[config.mk]
export PLATFORM = sky130hd
export DESIGN_NAME = missing_tooth_crank_decoder
export DESIGN_NICKNAME = d
export VERILOG_FILES = /design/src/rtl/core/mtcd_pkg.sv /design/src/rtl/core/mtcd_step.sv /design/src/rtl/core/missing_tooth_crank_decoder.sv
export SDC_FILE = /design/constraint.sdc
export NUM_CORES = 1
export LEC_CHECK = 0
export BUFFER_PORTS_ARGS = -buffer_cell sky130_fd_sc_hd__buf_2
export CORE_UTILIZATION = 62
export CTS_CLUSTER_SIZE = 16
export DETAILED_ROUTE_END_ITERATION = 8
export PLACE_DENSITY = 0.85
export SETUP_SLACK_MARGIN = 0.1
export SLEW_MARGIN = 10
export SYNTH_ARGS = -nofsm -noshare
export SYNTH_HDL_FRONTEND = slang
export SYNTH_SLANG_ARGS = --single-unit
[constraint.sdc]
create_clock -name clk -period 6.18 [get_ports clk]
set_clock_uncertainty 0.05 [all_clocks]
set_input_delay 0.309 -clock clk [delete_from_list [all_inputs] [get_ports clk]]
set_output_delay 0.309 -clock clk [all_outputs]
set_load 0.01 [all_outputs]
[src/rtl/core/mtcd_pkg.sv]
// Shared types, constants and register indexes for the missing-tooth crank decoder.
// No dependencies; every module of the decoder imports this package.
package mtcd_pkg;

  localparam int WINDOW_DEPTH = 8;
  localparam int WIN_AW       = $clog2(WINDOW_DEPTH);
  localparam int PERIOD_W     = 16;
  localparam int SUM_W        = PERIOD_W + WIN_AW;
  localparam int TOOTH_W      = 6;
  localparam int SAMPLE_W     = 4;
  localparam int STATUS_W     = 2;
  localparam int CFG_AW       = 3;
  localparam int CFG_DW       = 16;
  localparam int OUT_DW       = 32;

  localparam logic [WIN_AW-1:0]   PTR_LAST    = WIN_AW'(WINDOW_DEPTH - 1);
  localparam logic [SAMPLE_W-1:0] SAMPLE_MAX  = '1;
  localparam logic [TOOTH_W-1:0]  TOOTH_FIRST = TOOTH_W'(1);

  localparam logic [STATUS_W-1:0] STATUS_INIT  = 2'd0;
  localparam logic [STATUS_W-1:0] STATUS_CRANK = 2'd1;
  localparam logic [STATUS_W-1:0] STATUS_RUN   = 2'd2;

  localparam logic [CFG_AW-1:0] REG_MIN_PERIOD    = 3'd0;
  localparam logic [CFG_AW-1:0] REG_MAX_PERIOD    = 3'd1;
  localparam logic [CFG_AW-1:0] REG_STABLE_LIMIT  = 3'd2;
  localparam logic [CFG_AW-1:0] REG_MIN_SAMPLES   = 3'd3;
  localparam logic [CFG_AW-1:0] REG_RUN_THRESHOLD = 3'd4;
  localparam logic [CFG_AW-1:0] REG_TEETH_PER_REV = 3'd5;

  typedef enum logic [1:0] {
    PH_INIT   = 2'd0,
    PH_GATHER = 2'd1,
    PH_HUNT   = 2'd2,
    PH_SYNC   = 2'd3
  } phase_t;

  typedef struct packed {
    logic [PERIOD_W-1:0] min_period;
    logic [PERIOD_W-1:0] max_period;
    logic [PERIOD_W-1:0] stable_limit;
    logic [SAMPLE_W-1:0] min_samples;
    logic [PERIOD_W-1:0] run_threshold;
    logic [TOOTH_W-1:0]  teeth_per_rev;
  } cfg_t;

  typedef struct packed {
    phase_t              phase;
    logic [SAMPLE_W-1:0] sample_count;
    logic [TOOTH_W-1:0]  tooth_pos;
    logic [WIN_AW-1:0]   window_pointer;
    logic [SUM_W-1:0]    period_sum;
    logic                fault;
  } dec_state_t;

  typedef struct packed {
    logic push;
    logic clear;
  } win_ctl_t;

  typedef struct packed {
    logic                fault;
    logic [PERIOD_W-1:0] average_period;
    logic [TOOTH_W-1:0]  tooth_number;
    logic                tooth_tick;
    logic                sync_mark;
    logic [STATUS_W-1:0] engine_status;
  } result_t;

endpackage

[src/rtl/core/mtcd_step.sv]
// Next-state and result logic for one tooth period of the crank decoder.
// Depends on mtcd_pkg; purely combinational, used by the top level.
module mtcd_step (
  input  mtcd_pkg::cfg_t                      cfg,
  input  mtcd_pkg::dec_state_t                st,
  input  logic [mtcd_pkg::PERIOD_W-1:0]       period,
  input  logic [mtcd_pkg::PERIOD_W-1:0]       old_entry,
  output mtcd_pkg::dec_state_t                st_next,
  output mtcd_pkg::win_ctl_t                  win,
  output mtcd_pkg::result_t                   res
);
  import mtcd_pkg::*;

  phase_t              ph;
  logic                glitch;
  logic                is_gap;
  logic [PERIOD_W-1:0] avg_cur;
  logic [SAMPLE_W-1:0] scount;

  assign glitch  = (period > cfg.max_period) || (period < cfg.min_period);
  assign avg_cur = st.period_sum[SUM_W-1:WIN_AW];
  assign is_gap  = {1'b0, period} > {avg_cur, 1'b0};

  always_comb begin
    st_next   = st;
    win       = '0;
    res       = '0;
    ph        = st.phase;
    scount    = st.sample_count;
    if (glitch) begin
      if (st.phase == PH_SYNC) begin
        st_next.fault = 1'b1;
      end
      ph = PH_INIT;
    end
    case (ph)
      PH_INIT: begin
        scount            = '0;
        st_next.tooth_pos = TOOTH_FIRST;
        win.clear         = 1'b1;
        st_next.phase     = PH_GATHER;
      end
      PH_GATHER: begin
        if (period < cfg.stable_limit) begin
          win.push = 1'b1;
          if (scount >= cfg.min_samples) begin
            scount        = '0;
            st_next.phase = PH_HUNT;
          end
        end else begin
          st_next.phase = PH_INIT;
        end
      end
      PH_HUNT: begin
        res.engine_status = STATUS_CRANK;
        if (is_gap) begin
          scount            = '0;
          st_next.tooth_pos = TOOTH_FIRST;
          res.sync_mark     = 1'b1;
          res.tooth_number  = TOOTH_FIRST;
          st_next.phase     = PH_SYNC;
        end else begin
          win.push = 1'b1;
        end
      end
      PH_SYNC: begin
        res.engine_status = (avg_cur > cfg.run_threshold) ? STATUS_CRANK : STATUS_RUN;
        if (st.tooth_pos >= cfg.teeth_per_rev) begin
          st_next.tooth_pos = TOOTH_FIRST;
          if (!is_gap) begin
            st_next.fault = 1'b1;
            st_next.phase = PH_INIT;
          end
        end else begin
          st_next.tooth_pos = st.tooth_pos + TOOTH_FIRST;
          win.push          = 1'b1;
        end
        res.tooth_tick   = 1'b1;
        res.tooth_number = st_next.tooth_pos;
      end
      default: begin
        st_next.phase = PH_INIT;
      end
    endcase
    st_next.sample_count = (scount < SAMPLE_MAX) ? scount + SAMPLE_W'(1) : scount;
    if (win.clear) begin
      st_next.period_sum     = '0;
      st_next.window_pointer = '0;
    end else if (win.push) begin
      st_next.period_sum = st.period_sum + SUM_W'(period) - SUM_W'(old_entry);
      st_next.window_pointer = (st.window_pointer == PTR_LAST) ? '0
                             : st.window_pointer + WIN_AW'(1);
    end
    res.average_period = st_next.period_sum[SUM_W-1:WIN_AW];
    res.fault          = st_next.fault;
  end

endmodule

[src/rtl/core/missing_tooth_crank_decoder.sv]
// Top level of the missing-tooth crank decoder: streams, configuration registers,
// decoder state and the moving-average window. Depends on mtcd_pkg and mtcd_step.
module missing_tooth_crank_decoder (
  input  logic                            clk,
  input  logic                            rst,
  input  logic                            cfg_we,
  input  logic [mtcd_pkg::CFG_AW-1:0]     cfg_addr,
  input  logic [mtcd_pkg::CFG_DW-1:0]     cfg_wdata,
  input  logic                            s_tvalid,
  output logic                            s_tready,
  // [15:0] tooth_period
  input  logic [mtcd_pkg::PERIOD_W-1:0]   s_tdata,
  output logic                            m_tvalid,
  input  logic                            m_tready,
  // [1:0] engine_status, [2] sync_mark, [3] tooth_tick, [9:4] tooth_number,
  // [25:10] average_period, [26] trigger_fault, [31:27] zero
  output logic [mtcd_pkg::OUT_DW-1:0]     m_tdata
);
  import mtcd_pkg::*;

  // The decoder takes one tooth period per clock cycle while the output is not
  // stalled and returns exactly one result per request. A request is captured in
  // an input register; once the result register is free, a single pass of logic
  // updates the phase, tooth counter, eight-entry window and running sum and loads
  // the result register. A stalled result holds the input register, so at most
  // two requests are in flight. Configuration is to be written through cfg_we,
  // cfg_addr and cfg_wdata only while the decoder is idle; nothing enforces it.

  cfg_t                cfg;
  dec_state_t          st;
  dec_state_t          st_next;
  win_ctl_t            win;
  result_t             res;
  result_t             out_res;
  logic [PERIOD_W-1:0] window [WINDOW_DEPTH];
  logic [PERIOD_W-1:0] in_period;
  logic                in_valid;
  logic                fire;

  assign fire     = in_valid && (!m_tvalid || m_tready);
  assign s_tready = !in_valid || fire;

  always_ff @(posedge clk) begin
    if (rst) begin
      cfg.min_period    <= 16'd166;
      cfg.max_period    <= 16'd65535;
      cfg.stable_limit  <= 16'd20000;
      cfg.min_samples   <= 4'd10;
      cfg.run_threshold <= 16'd2000;
      cfg.teeth_per_rev <= 6'd58;
    end else if (cfg_we) begin
      case (cfg_addr)
        REG_MIN_PERIOD:    cfg.min_period    <= cfg_wdata;
        REG_MAX_PERIOD:    cfg.max_period    <= cfg_wdata;
        REG_STABLE_LIMIT:  cfg.stable_limit  <= cfg_wdata;
        REG_MIN_SAMPLES:   cfg.min_samples   <= cfg_wdata[SAMPLE_W-1:0];
        REG_RUN_THRESHOLD: cfg.run_threshold <= cfg_wdata;
        REG_TEETH_PER_REV: cfg.teeth_per_rev <= cfg_wdata[TOOTH_W-1:0];
        default: begin
        end
      endcase
    end
  end

  always_ff @(posedge clk) begin
    if (rst) begin
      in_valid <= 1'b0;
    end else if (s_tready) begin
      in_valid <= s_tvalid;
    end
  end

  always_ff @(posedge clk) begin
    if (s_tready && s_tvalid) begin
      in_period <= s_tdata;
    end
  end

  mtcd_step u_step (
    .cfg       (cfg),
    .st        (st),
    .period    (in_period),
    .old_entry (window[st.window_pointer]),
    .st_next   (st_next),
    .win       (win),
    .res       (res)
  );

  always_ff @(posedge clk) begin
    if (rst) begin
      st.phase          <= PH_INIT;
      st.sample_count   <= '0;
      st.tooth_pos      <= TOOTH_FIRST;
      st.window_pointer <= '0;
      st.period_sum     <= '0;
      st.fault          <= 1'b0;
    end else if (fire) begin
      st <= st_next;
    end
  end

  always_ff @(posedge clk) begin
    if (rst) begin
      for (int i = 0; i < WINDOW_DEPTH; i++) begin
        window[i] <= '0;
      end
    end else if (fire && win.clear) begin
      for (int i = 0; i < WINDOW_DEPTH; i++) begin
        window[i] <= '0;
      end
    end else if (fire && win.push) begin
      window[st.window_pointer] <= in_period;
    end
  end

  always_ff @(posedge clk) begin
    if (rst) begin
      m_tvalid <= 1'b0;
    end else if (fire) begin
      m_tvalid <= 1'b1;
    end else if (m_tready) begin
      m_tvalid <= 1'b0;
    end
  end

  always_ff @(posedge clk) begin
    if (fire) begin
      out_res <= res;
    end
  end

  assign m_tdata = {5'd0, out_res.fault, out_res.average_period, out_res.tooth_number,
                    out_res.tooth_tick, out_res.sync_mark, out_res.engine_status};

  a_mark_tick_excl : assert property (@(posedge clk) disable iff (rst)
    m_tvalid |-> !(out_res.sync_mark && out_res.tooth_tick))
    else $error("sync mark and tooth tick raised together");

  a_number_zero : assert property (@(posedge clk) disable iff (rst)
    (m_tvalid && !out_res.sync_mark && !out_res.tooth_tick) |-> (out_res.tooth_number == '0))
    else $error("tooth number set outside sync");

  a_fault_sticky : assert property (@(posedge clk) disable iff (rst)
    st.fault |=> st.fault)
    else $error("fault latch cleared without reset");

  a_stall_only : assert property (@(posedge clk) disable iff (rst)
    !s_tready |-> (m_tvalid && !m_tready))
    else $error("input stalled while output can drain");

  a_tick_synced : assert property (@(posedge clk) disable iff (rst)
    (fire && res.tooth_tick) |-> (st.phase == PH_SYNC))
    else $error("tooth tick outside synced phase");

endmodule

After elaboration in Yosys (flattened, before gate mapping):

Memory sizes are Yosys's and may differ from the RTL's. A register that Yosys moved wholly into a read port is not among the register bits.
Index checks and enable logic that the tools add are counted.

* flip-flop bits (word level): 154
* bits in writable memories: 128
* input bits: 40
* output and inout bits: 34
* word-level logic and storage cells: 140
* memories: 1

Memories
* window: depth 8, bits a word 16, read ports 1, clocked after Yosys merged registers in 1, write ports 8, line missing_tooth_crank_decoder.sv:35 `logic [PERIOD_W-1:0] window [WINDOW_DEPTH];`

* add/subtract/negate cells: 5
* $lt $le $gt $ge: 8
* eq/ne operators: 14
* multiplexer cells: 58
* bitwise logic cells: 8
* reductions and logical operators: 24

Operators with widths (count)
* two-way mux 16 bit: 9
* two-way mux 22 bit: 2
* greater-than comparator 16 bit: 2
* < comparator 16 bit: 2
* two-way mux 1 bit: 24
* adder 19 x 16 -> 19 bit: 1
* subtractor 19 x 16 -> 19 bit: 1
* case mux 6 bit (3 select lines): 1
* greater-than comparator 16 x 17 -> 1 bit: 1
* two-way mux 4 bit: 4
* OR reduction 16 bit: 1
* two-way mux 2 bit: 7
* AND reduction 2 bit: 7
* two-way mux 3 bit: 4
* two-way mux 6 bit: 2
* case mux 4 bit (3 select lines): 1
* case mux 6 bit (2 select lines): 1
* equality test 3 bit (second input constant): 3
* bitwise OR 1 bit: 8
* case mux 2 bit (4 select lines): 1
* adder 6 x 1 -> 6 bit (second input constant): 1
* equality test 2 bit (second input constant): 3
* equality test 3 x 2 -> 1 bit (second input constant): 2
* >= comparator 6 bit: 1
* other kinds (20): 28

Depth between registers and ports, before layout:

Gate-level depths: netlist of the first run.

* depth in word-level cells: 12
* depth in mapped cells: 16
* depth with buffers taken out: 14

By module:

From an unflattened synthesis of the first run, not the netlist that was laid out.

* cell total of the unflattened synthesis: 1545
* area total of the unflattened synthesis: 15584.9 µm²

Modules (own cells, without submodules)
* missing_tooth_crank_decoder: times used 1, cells an instance 905, area an instance 11060.6 µm², seq. area each 7417.1 µm²
* mtcd_step: times used 1, cells an instance 640, area an instance 4524.3 µm², seq. area each 0.0 µm²

Worst setup path after synthesis of the first run:

Ideal clock, no wire load.

* path type: reg2reg
* start point: register with a tool-made name
* end point: register out_res, in the netlist m_tdata[25] (data pin)
* library setup time: 254 ps
* arrival: 4477 ps
* data required time: 5876 ps
* slack: 1399 ps
* cell stages (with the launch flop): 16
* buffers on the path: 2
* period minus slack after synthesis: 4781 ps
* cell sequence: dfxtp_1 > clkbuf_1 > buf_1 > mux4_2 > mux2_2 > fa_1 > inv_1 > fa_1 > a21o_1 > a31o_2 > a41oi_1 > o21a_1 > o31ai_1 > a311oi_1 > a211o_1 > nand2_1

RTL lines
* end signal: assignment: line missing_tooth_crank_decoder.sv:128 `out_res <= res;`
* end: declaration: line missing_tooth_crank_decoder.sv:34 `result_t out_res;`

==> results of run 1 <==
registers in the layout (all words and copies together) (netlist names), named ones only:
name and count:
in_period 16, st 35, cfg 74, m_tvalid 1
m_tdata 27, in_valid 1, window 128
kinds of logic (layout without fill, tap and decap cells):
logic type / count (synthesis) / count (layout)
DFF: 285 / 285
adders and majority gates: 126 / 126
xor gates and xnor gates: 18 / 18
other: 1 / 5
AOI/OAI and AO/OA: 249 / 249
buffers and inverters: 217 / 313
muxes: 62 / 62
and+or+nand+nor: 487 / 487
synthesized netlist by cell type (all sizes together), types with 7 or more instances:
cell	number	area share, %
nand2	174	4.3
edfxtp	171	33
inv	146	3.6
and2	118	4.8
dfxtp	114	15
ha	110	8.9
a21oi	105	3.4
nor2	66	1.6
buf	36	1.9
clkbuf	35	0.85
o211ai	35	1.7
mux4	32	4.7
nand3	23	0.78
o21ai	22	0.72
nand3b	18	0.88
fa	16	2.1
mux2	16	1.2
a21o	15	0.73
mux2i	14	0.91
and3	13	0.53
nand2b	13	0.53
nor2b	12	0.49
nor3	12	0.39
xnor2	10	0.57
a31oi	9	0.37
nand4	9	0.37
xor2	8	0.46
o21a	7	0.39
o21bai	7	0.34
worst max-delay path: cells and delay by family (launching register included):
kind                       cells  cell delay (ns)
AOI/OAI and AO/OA              7             1.92
adders and majority gates      2             0.83
buffers and inverters          2             0.41
DFF                            1             0.71
muxes                          2             0.86
and+or+nand+nor                1             0.05
what timing repair did:
action                     CTS  global route
hold endpoints to repair    28             0
hold buffers                23             0
setup endpoints to repair    0             0
layer usage:
layer	vias to the layer above	GRT usage (%)	part of all wire, %
met5	-	0	0
met4	0	12.2	3.8
met3	98	4.92	7.5
met2	479	49.8	49
met1	5399	37.5	40
li1	5228	-	-
per-stage QoR:
| step | std cells | utilization [%] |
|---|---|---|
| after floorplan | 1449 | - |
| after global placement | 1792 | 65.4 |
| after detailed placement | 1792 | 65.4 |
| after CTS | 1869 | 70.2 |
| after global routing | 1869 | 70.2 |
| final | 1869 | 70.2 |
cell type report:
| type | count | area, sq um | area share (%) |
|---|---|---|---|
| sequential | 285 | 7420 | 43.4 |
| multi-input combinational | 947 | 7020 | 41.1 |
| clock buffer | 36 | 772 | 4.52 |
| timing repair buffer | 113 | 736 | 4.31 |
| inverter | 146 | 548 | 3.21 |
| tap | 324 | 405 | 2.37 |
| clock inverter | 18 | 174 | 1.02 |
where the power goes:
group | switching, mW | internal (mW)
Combinational | 0.302 | 0.188
Clock | 0.733 | 1.01
Sequential | 0.0515 | 2.09
Total | 1.09 | 3.29
worst max path at each step:
| stage | start | end | slack, ns |
|---|---|---|---|
| 2_1_floorplan | register | m_tdata[25] | 1.40 |
| 4_1_cts | register | m_tdata[25] | 1.08 |
| 3_3_place_gp | register | m_tdata[25] | 1.34 |
| 6_report | register | m_tdata[25] | 1.08 |
| 5_1_grt | register | m_tdata[25] | 0.85 |
| 3_5_place_dp | register | m_tdata[25] | 1.13 |
==> results by group, run 1 <==
Setup path
  – CP max stage cell: dfxtp_2
  – CP arrival: 5.35 ns
  – CP max stage delay: roughly 0.71 ns
  – CP cell instances: buf_4, mux4_2, mux2_2, fa_1, inv_1, ha_1, a21o_1, a31o_2, a41oi_1, o21a_1, o31ai_1, a311oi_1, a211o_1, nand2_1
  – CP endpoint kind: register
  – CP required: about 6.4 ns
  – CP Max Fanout: 17
  – Crit path kind: reg2reg
  – R2R Setup Slk: 1.08 ns
  – Worst r2r path cells: 14
  – Worst setup SP type: register
  – R2r endpoint: m_tdata[25]

Power and ir drop
  – PwrDens: 256 nW/um^2
  – Peak VDD IR: 0.220 mV
  – Total power: 4.38 mW
  – Pleak: 7.12 nW

Floorplan
  – Die width: 160 um
  – Die H: 160 um
  – Die footprint: 25500 sq um
  – Top Ports: 74
  – CORE AREA: 24300 sq um
  – Initial Util: 63.3%
  – Rows: between 50 and 60

Worst hold path
  – Hold path startpoint: cfg_wdata[13]
  – Hold Path Depth: 3
  – Hold Path Class: in2reg
  – Hold endpoint: cfg[39]

Logic synthesis
  – Post-synth EDFFs: 171
  – Syn Std Cell Area: 15400 sq um
  – Compound-Gate Fraction of Synth Area: a little over a tenth
  – Synth Area in Simple Gates: 16.2%
  – Share of the yosys chip area belonging to registers: 48.2%
  – Flops & latches, synth: between 200 and 300
  – Main combinational cell family by area after synthesis: simple AND/OR/NAND/NOR gates
  – Synthesized instance count: 1445
  – Most used DFF post-synth: edfxtp_1
  – Mux contribution to synthesized area: 6.76%
  – Distinct cells, synth: 76
  – Yosys warnings: 0
  – FFs w/ async S/R, synth: 0%
  – Synthesized area per cell: about 11 sq um
  – XOR/XNOR Fraction of Synth Area: 1.02%
  – Adder-cell area share of the yosys netlist: 11.0%

GRT
  – First-pass GRT wire length: a little under 60000 um
  – Number of global-route vias before repair: 11100
  – Antenna violations before repair: 0
  – GRT Util Overall: 29.4%
  – GRT overflow: 0
  – Pin count of the biggest net entering global routing: 48

CTS
  – PostCTS Resize Cnt: 0
  – CTS tree: yes
  – Clock Tree Buf Depth: 3
  – Worst-path clk slew: approximately 0.060 ns
  – Num CTS Buffers: 29
  – Clock Latency Late Sink: 0.57 ns
  – CTS sink cnt: 285
  – CTS root buf: clkbuf_16
  – H-tree levels: 1
  – Setup bufs post-CTS: 0

Routing
  – DRT Pass-1 Iters: 7
  – Via density: ~6.0
  – Antenna viol nets, final: 0
  – Routed wire length: 37500 um
  – Starting DRT DRC Count: 923
  – WL/cell: 20.1 um
  – DR vias: 11200
  – Detailed-route DRC error count: 0

Layout
  – Fraction of layout cells with a size suffix above 1: 12.6%
  – Fillcell total: 1693
  – Synth-to-Final Area Change: 10.9%
  – Design area: 17100 sq um
  – Commonest non-fill, non-tap cell in the layout: nand2_1
  – Most frequent cells in the layout: 173 x nand2_1, 171 x edfxtp_1, 146 x inv_1
  – Nets: 1688
  – Ant diodes: 0

Place
  – Setup WS pre-CTS: 1.13 ns
  – Post-DP HPWL: 25800 um
  – I/O Buffers: 68
  – GPL Wtd Cong: 0.870
  – Placed standard-cell area: 15900 sq um

STA
  – Final worst-path setup slack: between 1 and 1.5 ns
  – Max frequency: 196 MHz
  – Final Cycle Share: 82.5%
  – Final min period: approximately 5.1 ns
  – Final hold vios: 0
  – Hold_ws: 0.0108 ns
  – Setup-failing EPs final: 0
  – Slew of the pin with the lowest slew margin: 1.11 ns
  – Slew margin rel.: around a quarter
  – Setup_tns: 0 ns
  – RSZ-0062 raised after global routing: no
  – Max-slew violations: 0

Job
  – Max-cap violations: 0

Status
  – Outcome: finished clean
Note: power is estimated with default switching activity, not from simulation.
==> run 2: changes to the inputs <==
--- a/config.mk
+++ b/config.mk
@@ -6,10 +6,10 @@
 export NUM_CORES = 1
 export LEC_CHECK = 0
 export BUFFER_PORTS_ARGS = -buffer_cell sky130_fd_sc_hd__buf_2
-export CORE_UTILIZATION = 62
+export CORE_UTILIZATION = 56
 export CTS_CLUSTER_SIZE = 16
 export DETAILED_ROUTE_END_ITERATION = 8
-export PLACE_DENSITY = 0.85
+export PLACE_DENSITY = 0.82
 export SETUP_SLACK_MARGIN = 0.1
 export SLEW_MARGIN = 10
 export SYNTH_ARGS = -nofsm -noshare
==> constraint.sdc (replaced) <==
create_clock -name clk -period 4.5 [get_ports clk]
set_clock_uncertainty 0.05 [all_clocks]
set_input_delay 0.225 -clock clk [delete_from_list [all_inputs] [get_ports clk]]
set_output_delay 0.225 -clock clk [all_outputs]
set_load 0.01 [all_outputs]
==> results by group, run 2 (synthesized netlist as in run 1, its figures left out) <==
CTS
  – Setup bufs post-CTS: 0 (unchanged)
  – CTS tree: yes (unchanged)
  – Clock Latency Late Sink: 0.57 ns (about the same)
  – Num CTS Buffers: 30 (was 29)
  – CTS sink cnt: 285 (unchanged)
  – CTS root buf: clkbuf_16 (unchanged)
  – H-tree levels: 1 (unchanged)
  – Worst-path clk slew: 0.06 ns (about the same)
  – Clock Tree Buf Depth: 3 (unchanged)

GRT
  – Antenna violations before repair: 0 (unchanged)
  – GRT overflow: 0 (unchanged)
  – Number of global-route vias before repair: 11600 (was 11100)
  – Pin count of the biggest net entering global routing: 49 (was 48)
  – GRT Util Overall: 29.0% (was 29.4%)
  – First-pass GRT wire length: 63000 um (was 58200 um)

Setup path
  – CP required: 4.72 ns (was 6.44 ns)
  – CP arrival: 4.47 ns (was 5.35 ns)
  – CP bufs+invs: 2 (unchanged)
  – Crit path kind: reg2reg (unchanged)
  – CP Max Fanout: 9 (was 17)
  – CP endpoint kind: register (unchanged)
  – Worst setup SP type: register (unchanged)
  – Delay-heaviest family, CP: compound AO/OA/AOI/OAI gates (unchanged)
  – CP max stage cell: mux4_2 (was dfxtp_2)
  – CP max stage delay: 0.54 ns (was 0.71 ns)
  – CP cell instances: buf_12, mux4_2, mux2_2, fa_1, inv_1, ha_1, a21oi_1, nand2_1, a22oi_1, nand3_1, a31oi_1, nor2b_1, xor2_1, o21ai_0 (was buf_4, mux4_2, mux2_2, fa_1, inv_1, ha_1, a21o_1, a31o_2, a41oi_1, o21a_1, o31ai_1, a311oi_1, a211o_1, nand2_1)

STA
  – Slew margin rel.: 26.7% (was 26.0%)
  – Max-slew violations: 0 (unchanged)
  – Max frequency: 235 MHz (was 196 MHz)
  – Final hold vios: 0 (unchanged)
  – Setup-failing EPs final: 0 (unchanged)
  – Final Cycle Share: 94.4% (was 82.5%)
  – Slew of the pin with the lowest slew margin: 1.10 ns (was 1.11 ns)
  – RSZ-0062 raised after global routing: no (unchanged)
  – Final min period: 4.25 ns (was 5.10 ns)
  – Setup_tns: 0 ns (unchanged)

Power and ir drop
  – Switching Share: 25.7% (was 24.8%)
  – Total power: 6.15 mW (was 4.38 mW)
  – Clk pwr share: 40.2% (was 39.8%)
  – P_int: 4.57 mW (was 3.29 mW)
  – Peak VDD IR: 0.290 mV (was 0.220 mV)
  – Combinational Power Share: 12.0% (was 11.2%)
  – Sw power: 1.58 mW (was 1.09 mW)
  – PwrDens: 350 nW/um^2 (was 256 nW/um^2)
  – Pleak: 7.36 nW (was 7.12 nW)
  – Register share of total power: 47.8% (was 49.0%)

Layout
  – Largest register by flop count: window (unchanged)
  – Largest register FFs: 128 (unchanged)
  – Fraction of layout cells with a size suffix above 1: 14.4% (was 12.6%)
  – Biggest regs: window (128), cfg (74), st (35) (unchanged)
  – Fillcell total: 1928 (was 1693)
  – Ant diodes: 0 (unchanged)
  – Synth-to-Final Area Change: 14.1% (was 10.9%)
  – Nets: 1723 (was 1688)
  – Commonest non-fill, non-tap cell in the layout: nand2_1 (unchanged)
  – Most frequent cells in the layout: 173 x nand2_1, 171 x edfxtp_1, 146 x inv_1 (unchanged)

Routing
  – Met3 routed WL: 3030 um (was 2810 um)
  – WL/cell: 21.0 um (was 20.1 um)
  – DR vias: 11600 (was 11200)
  – Via density: 6.04 (was 5.99)
  – Max Used Layer: met4 (unchanged)
  – Routed wire length: 40400 um (was 37500 um)
  – Metal-1 WL: 15700 um (was 15000 um)
  – Met2 wire len: 19800 um (was 18200 um)
  – Detailed-route DRC error count: 0 (unchanged)
  – DRT Pass-1 Iters: 5 (was 7)
  – Antenna viol nets, final: 0 (unchanged)
  – Starting DRT DRC Count: 961 (was 923)

Job
  – Max-cap violations: 0 (unchanged)

Floorplan
  – Die H: 168 um (was 160 um)
  – Initial Util: 57.1% (was 63.3%)
  – Rows: 60 (was 57)
  – CORE AREA: 27000 sq um (was 24300 sq um)
  – Top Ports: 74 (unchanged)
  – Die width: 168 um (was 160 um)
  – Die footprint: 28200 sq um (was 25500 sq um)

Worst hold path
  – Hold Path Class: in2reg (unchanged)

Place
  – GPL Wtd Cong: 0.918 (was 0.870)
  – I/O Buffers: 68 (unchanged)
  – Post-DP HPWL: 27400 um (was 25800 um)

Status
  – Outcome: finished clean (unchanged)
## run 2: cell count changes in the layout (fill, tap and decap cells not counted), moves of 4 or more
cell and delta:
clkinv_2 +4, buf_12 +9, clkbuf_8 +4, clkinv_1 -8
dlygate4sd3_1 +12, buf_4 +13
## run 2: layer usage
metal  global-route usage (%)  up-vias
met5                        0        -
met4                     12.5        0
met3                     3.67      136
li1                         -     5294
met1                     36.5     5620
met2                     50.2      561
## run 2: final cells by class
type	count	area (sq um)	area share (%)
Clock buffer	44	906	5.16
Inverter	146	548	3.12
Tap cell	341	427	2.43
Timing Repair Buffer	147	1130	6.45
Multi-Input combinational cell	947	7040	40.1
Sequential cell	285	7420	42.2
Clock inverter	12	92.6	0.527
## run 2: final timing paths
| kind | endpoint | slack, ns | start | depth (start not counted) |
|---|---|---|---|---|
| min | cfg[25] | 0.13 | cfg_addr[1] | 4 |
| max | m_tdata[22] | 0.25 | register | 14 |
| min reg2reg | cfg[8] | 0.41 | cfg[8] | 2 |
| max reg2reg | m_tdata[22] | 0.25 | register | 14 |
## run 2: power groups by stage
stage	sequential, mW	clock, mW	combinational, mW
after floorplan	2.96	0	0.455
after global placement	2.99	0	0.669
after detailed placement	2.99	0	0.691
after CTS	2.94	2.48	0.722
after global routing	2.95	2.58	0.803
final	2.94	2.47	0.740
## run 2: tightest hold or removal path, cell delays in order
cell	delay [ns]
buf_2	0.12
nand3_1	0.20
mux2i_1	0.11
nand2_1	0.06
## run 2: timing repair
action                     CTS  global route
hold buffers                35             0
hold endpoints to repair    89             0
setup endpoints to repair    0             3
resized for setup            0             5
## run 2: stage by stage
stage                     utilization [%]  setup slack (ns)  cells  instance area, sq um  hold WS, ns
final                                65.2             0.251   1922                 17600        0.128
after global routing                 65.2            0.0851   1922                 17600        0.160
after CTS                            65.1             0.146   1922                 17500        0.106
after detailed placement             60.1             0.170   1831                 16200        0.354
after global placement               60.1             0.231   1831                 16200        0.352
after floorplan                         -             0.113   1449                 15400        0.274
==> run 3: changes to the inputs <==
--- a/config.mk
+++ b/config.mk
@@ -5,11 +5,12 @@
 export SDC_FILE = /design/constraint.sdc
 export NUM_CORES = 1
 export LEC_CHECK = 0
-export BUFFER_PORTS_ARGS = -buffer_cell sky130_fd_sc_hd__buf_2
-export CORE_UTILIZATION = 56
+export ABC_AREA = 1
+export CORE_UTILIZATION = 58
 export CTS_CLUSTER_SIZE = 16
 export DETAILED_ROUTE_END_ITERATION = 8
-export PLACE_DENSITY = 0.82
+export DONT_BUFFER_PORTS = 1
+export PLACE_DENSITY = 0.81
 export SETUP_SLACK_MARGIN = 0.1
 export SLEW_MARGIN = 10
 export SYNTH_ARGS = -nofsm -noshare
==> results by group, run 3 <==
Logic synthesis
  – Area contributors post-synth: edfxtp_1 34%, dfxtp_1 15%, ha_1 9.1%, nor2_1 6.9%, o21ai_0 5.4% (was edfxtp_1 33%, dfxtp_1 15%, ha_1 8.9%, and2_1 4.8%, mux4_2 4.7%)
  – Most frequent cells after synthesis: 278 x nor2_1, 205 x nand2_1, 204 x inv_1, 171 x edfxtp_1, 163 x o21ai_0 (was 173 x nand2_1, 171 x edfxtp_1, 146 x inv_1, 118 x and2_1, 114 x dfxtp_1)
  – XOR/XNOR Fraction of Synth Area: 0.979% (was 1.02%)
  – Distinct cells, synth: 44 (was 76)
  – Synth Area in Simple Gates: 17.8% (was 16.2%)
  – Area leader, netlist: edfxtp_1 (unchanged)
  – Synthesized instance count: 1726 (was 1445)
  – Top-area cell type share of the netlist area: 33.8% (was 33.3%)
  – Mux contribution to synthesized area: 0% (was 6.76%)
  – Share of the yosys chip area belonging to registers: 48.8% (was 48.2%)
  – Most used DFF post-synth: edfxtp_1 (unchanged)
  – Flops & latches, synth: 285 (unchanged)
  – Synthesized area per cell: 8.81 sq um (was 10.7 sq um)
  – Cell with the most instances after synthesis: nor2_1 (was nand2_1)
  – Syn Std Cell Area: 15200 sq um (was 15400 sq um)
  – Adder-cell area share of the yosys netlist: 11.2% (was 11.0%)
  – Main combinational cell family by area after synthesis: simple AND/OR/NAND/NOR gates (unchanged)
  – Post-synth EDFFs: 171 (unchanged)
  – FFs w/ async S/R, synth: 0% (unchanged)
  – Yosys warnings: 0 (unchanged)
  – Compound-Gate Fraction of Synth Area: 13.4% (was 10.5%)

STA
  – Hold_ws: 0.0309 ns (was 0.128 ns)
  – Max-slew violations: 0 (unchanged)
  – Slew margin rel.: 20.8% (was 26.7%)
  – Max frequency: 248 MHz (was 235 MHz)
  – Final hold vios: 0 (unchanged)
  – Final min period: 4.04 ns (was 4.25 ns)
  – Slew of the pin with the lowest slew margin: 1.19 ns (was 1.10 ns)
  – Final worst-path setup slack: 0.460 ns (was 0.251 ns)
  – RSZ-0062 raised after global routing: no (unchanged)
  – Final Cycle Share: 89.8% (was 94.4%)
  – Setup_tns: 0 ns (unchanged)
  – Setup-failing EPs final: 0 (unchanged)

Routing
  – Starting DRT DRC Count: 1225 (was 961)
  – DRT Pass-1 Iters: 7 (was 5)
  – Antenna viol nets, final: 0 (unchanged)
  – Detailed-route DRC error count: 0 (unchanged)
  – DR vias: 12300 (was 11600)
  – Via density: 5.83 (was 6.04)
  – Routed wire length: 38300 um (was 40400 um)
  – WL/cell: 18.1 um (was 21.0 um)

Layout
  – Commonest non-fill, non-tap cell in the layout: nor2_1 (was nand2_1)
  – Biggest regs: window (128), cfg (74), st (35) (unchanged)
  – Post-layout util: 66.8% (was 65.2%)
  – Filler-free cell count of the finished design: 2112 (was 1922)
  – Design area: 17000 sq um (was 17600 sq um)
  – Storage element area: 7420 sq um (about the same)
  – Largest register FFs: 128 (unchanged)
  – Synth-to-Final Area Change: 11.9% (was 14.1%)
  – Largest register by flop count: window (unchanged)
  – Fillcell total: 1936 (was 1928)
  – Fraction of layout cells with a size suffix above 1: 6.79% (was 14.4%)
  – Nets: 1924 (was 1723)
  – Most frequent cells in the layout: 277 x nor2_1, 205 x nand2_1, 202 x inv_1 (was 173 x nand2_1, 171 x edfxtp_1, 146 x inv_1)
  – Multi-input gate area: 6610 sq um (was 7040 sq um)
  – Ant diodes: 0 (unchanged)

Setup path
  – CP cell instances: buf_4, o21ai_0, o22ai_1, nor2_1, a31oi_1, fa_1, inv_1, ha_1, nand3_1, nand3_1, a31oi_1, o21ai_0, nor2_1, o21ai_0, xnor2_1, nand2_1, nand2_1, inv_1 (was buf_12, mux4_2, mux2_2, fa_1, inv_1, ha_1, a21oi_1, nand2_1, a22oi_1, nand3_1, a31oi_1, nor2b_1, xor2_1, o21ai_0)
  – CP required: 4.78 ns (was 4.72 ns)
  – Most used cell, CP: o21ai_0
  – CP Max Fanout: 19 (was 9)
  – CP arrival: 4.32 ns (was 4.47 ns)
  – Worst path depth: 18 (was 14)
  – Crit path kind: reg2reg (unchanged)
  – Worst r2r path cells: 18 (was 14)
  – CP endpoint kind: register (unchanged)
  – Delay-heaviest family, CP: compound AO/OA/AOI/OAI gates (unchanged)
  – CP bufs+invs: 3 (was 2)
  – Worst setup SP type: register (unchanged)
  – CP max stage cell: fa_1 (was mux4_2)
  – CP max stage delay: 0.46 ns (was 0.54 ns)

Power and ir drop
  – Peak VDD IR: 0.366 mV (was 0.290 mV)
  – Total power: 6.60 mW (was 6.15 mW)
  – PwrDens: 388 nW/um^2 (was 350 nW/um^2)
  – Pleak: 7.37 nW (was 7.36 nW)

CTS
  – H-tree levels: 1 (unchanged)
  – CTS tree: yes (unchanged)
  – Num CTS Buffers: 30 (unchanged)
  – Worst-path clk slew: 0.06 ns (about the same)
  – CTS root buf: clkbuf_16 (unchanged)
  – Setup bufs post-CTS: 0 (unchanged)
  – CTS sink cnt: 285 (unchanged)
  – Clock Tree Buf Depth: 3 (unchanged)
  – Clock Latency Late Sink: 0.57 ns (about the same)

Floorplan
  – Die H: 164 um (was 168 um)
  – Rows: 58 (was 60)
  – CORE AREA: 25500 sq um (was 27000 sq um)
  – Die footprint: 26900 sq um (was 28200 sq um)
  – Die width: 164 um (was 168 um)
  – Top Ports: 74 (unchanged)
  – Initial Util: 59.7% (was 57.1%)

GRT
  – GRT Util Overall: 29.4% (was 29.0%)
  – GRT overflow: 0 (unchanged)
  – Pin count of the biggest net entering global routing: 69 (was 49)
  – M1 GR Usage: 40.4% (was 36.5%)
  – First-pass GRT wire length: 61300 um (was 63000 um)
  – GRT met3 Usage: 5.45% (was 3.67%)
  – Met2 Use GR: 47.3% (was 50.2%)
  – Antenna violations before repair: 0 (unchanged)
  – Most Used Layer, Global Route: met2 (unchanged)
  – Number of global-route vias before repair: 11800 (was 11600)

Worst hold path
  – Hold Path Depth: 4 (unchanged)
  – Hold Path Class: in2reg (unchanged)

Place
  – GPL Wtd Cong: 1.02 (was 0.918)
  – Placed standard-cell area: 15600 sq um (was 16200 sq um)
  – Post-DP HPWL: 26800 um (was 27400 um)
  – Inst Count DP: 2015 (was 1831)
  – I/O Buffers: 0 (was 68)
  – Setup WS pre-CTS: 0.489 ns (was 0.170 ns)

Status
  – Outcome: finished clean (unchanged)

Job
  – Max-cap violations: 0 (unchanged)
==> run 3: changes by cell type in the layout (fill, tap and decap cells not counted), moves of 17 or more <==
cell,change
inv_1,+56
buf_2,-68
nand2_1,+32
mux4_2,-32
nor3_1,+40
nor2_1,+212
and2_1,-116
o22ai_1,+17
clkinv_1,+24
o21ai_0,+140
nor3_2,+21
==> run 3: power breakdown <==
part | switching (mW) | internal [mW] | total, mW | leakage, nW
registers | 0.0895 | 2.91 | 3.00 | 2.70
clock network | 1.04 | 1.55 | 2.59 | 0.508
logic | 0.675 | 0.344 | 1.02 | 4.17
==> run 3: metal layers <==
layer | vias to the layer above | share of wire, %
met1 | 5806 | 42
met3 | 82 | 9.4
met4 | 0 | 2.6
li1 | 5881 | -
met2 | 536 | 46
met5 | - | 0
==> run 3: cells by family after synthesis <==
group	after synthesis
AOI/OAI and AO/OA	371
adders and majority gates	126
buffers and inverters	302
and+or+nand+nor	624
DFF	285
xor gates and xnor gates	17
other	1
==> run 3: path summary, 6_finish.rpt <==
kind | to | start | slack, ns
setup / recovery | m_tdata[18] | register | 0.46
hold / removal | cfg[22] | cfg_addr[1] | 0.03
setup reg to reg | m_tdata[18] | register | 0.46
hold reg to reg | cfg[67] | cfg[67] | 0.41
==> run 3: cell type report <==
class | instances | share of cell area [%]
multi-input combinational | 1143 | 38.9
timing repair buffer | 70 | 3.91
tap | 330 | 2.43
clock buffer | 41 | 5.25
inverter | 228 | 5.03
sequential | 285 | 43.6
clock inverter | 15 | 0.890
==> run 3: worst reg2reg max path: cells and delay by family, from the launching register on <==
family / cells / cell delay, ns
simple gates: 6 / 0.69
flops: 1 / 0.36
xor+xnor: 1 / 0.29
fa+ha+maj: 2 / 0.73
compound gates: 6 / 1.26
buf+inv: 3 / 0.42
==> run 3: what timing repair did <==
item,in CTS,in global routing
setup endpoints to repair,0,1
hold buffers,41,0
gates resized for setup,0,1
endpoints found under the hold margin,102,0
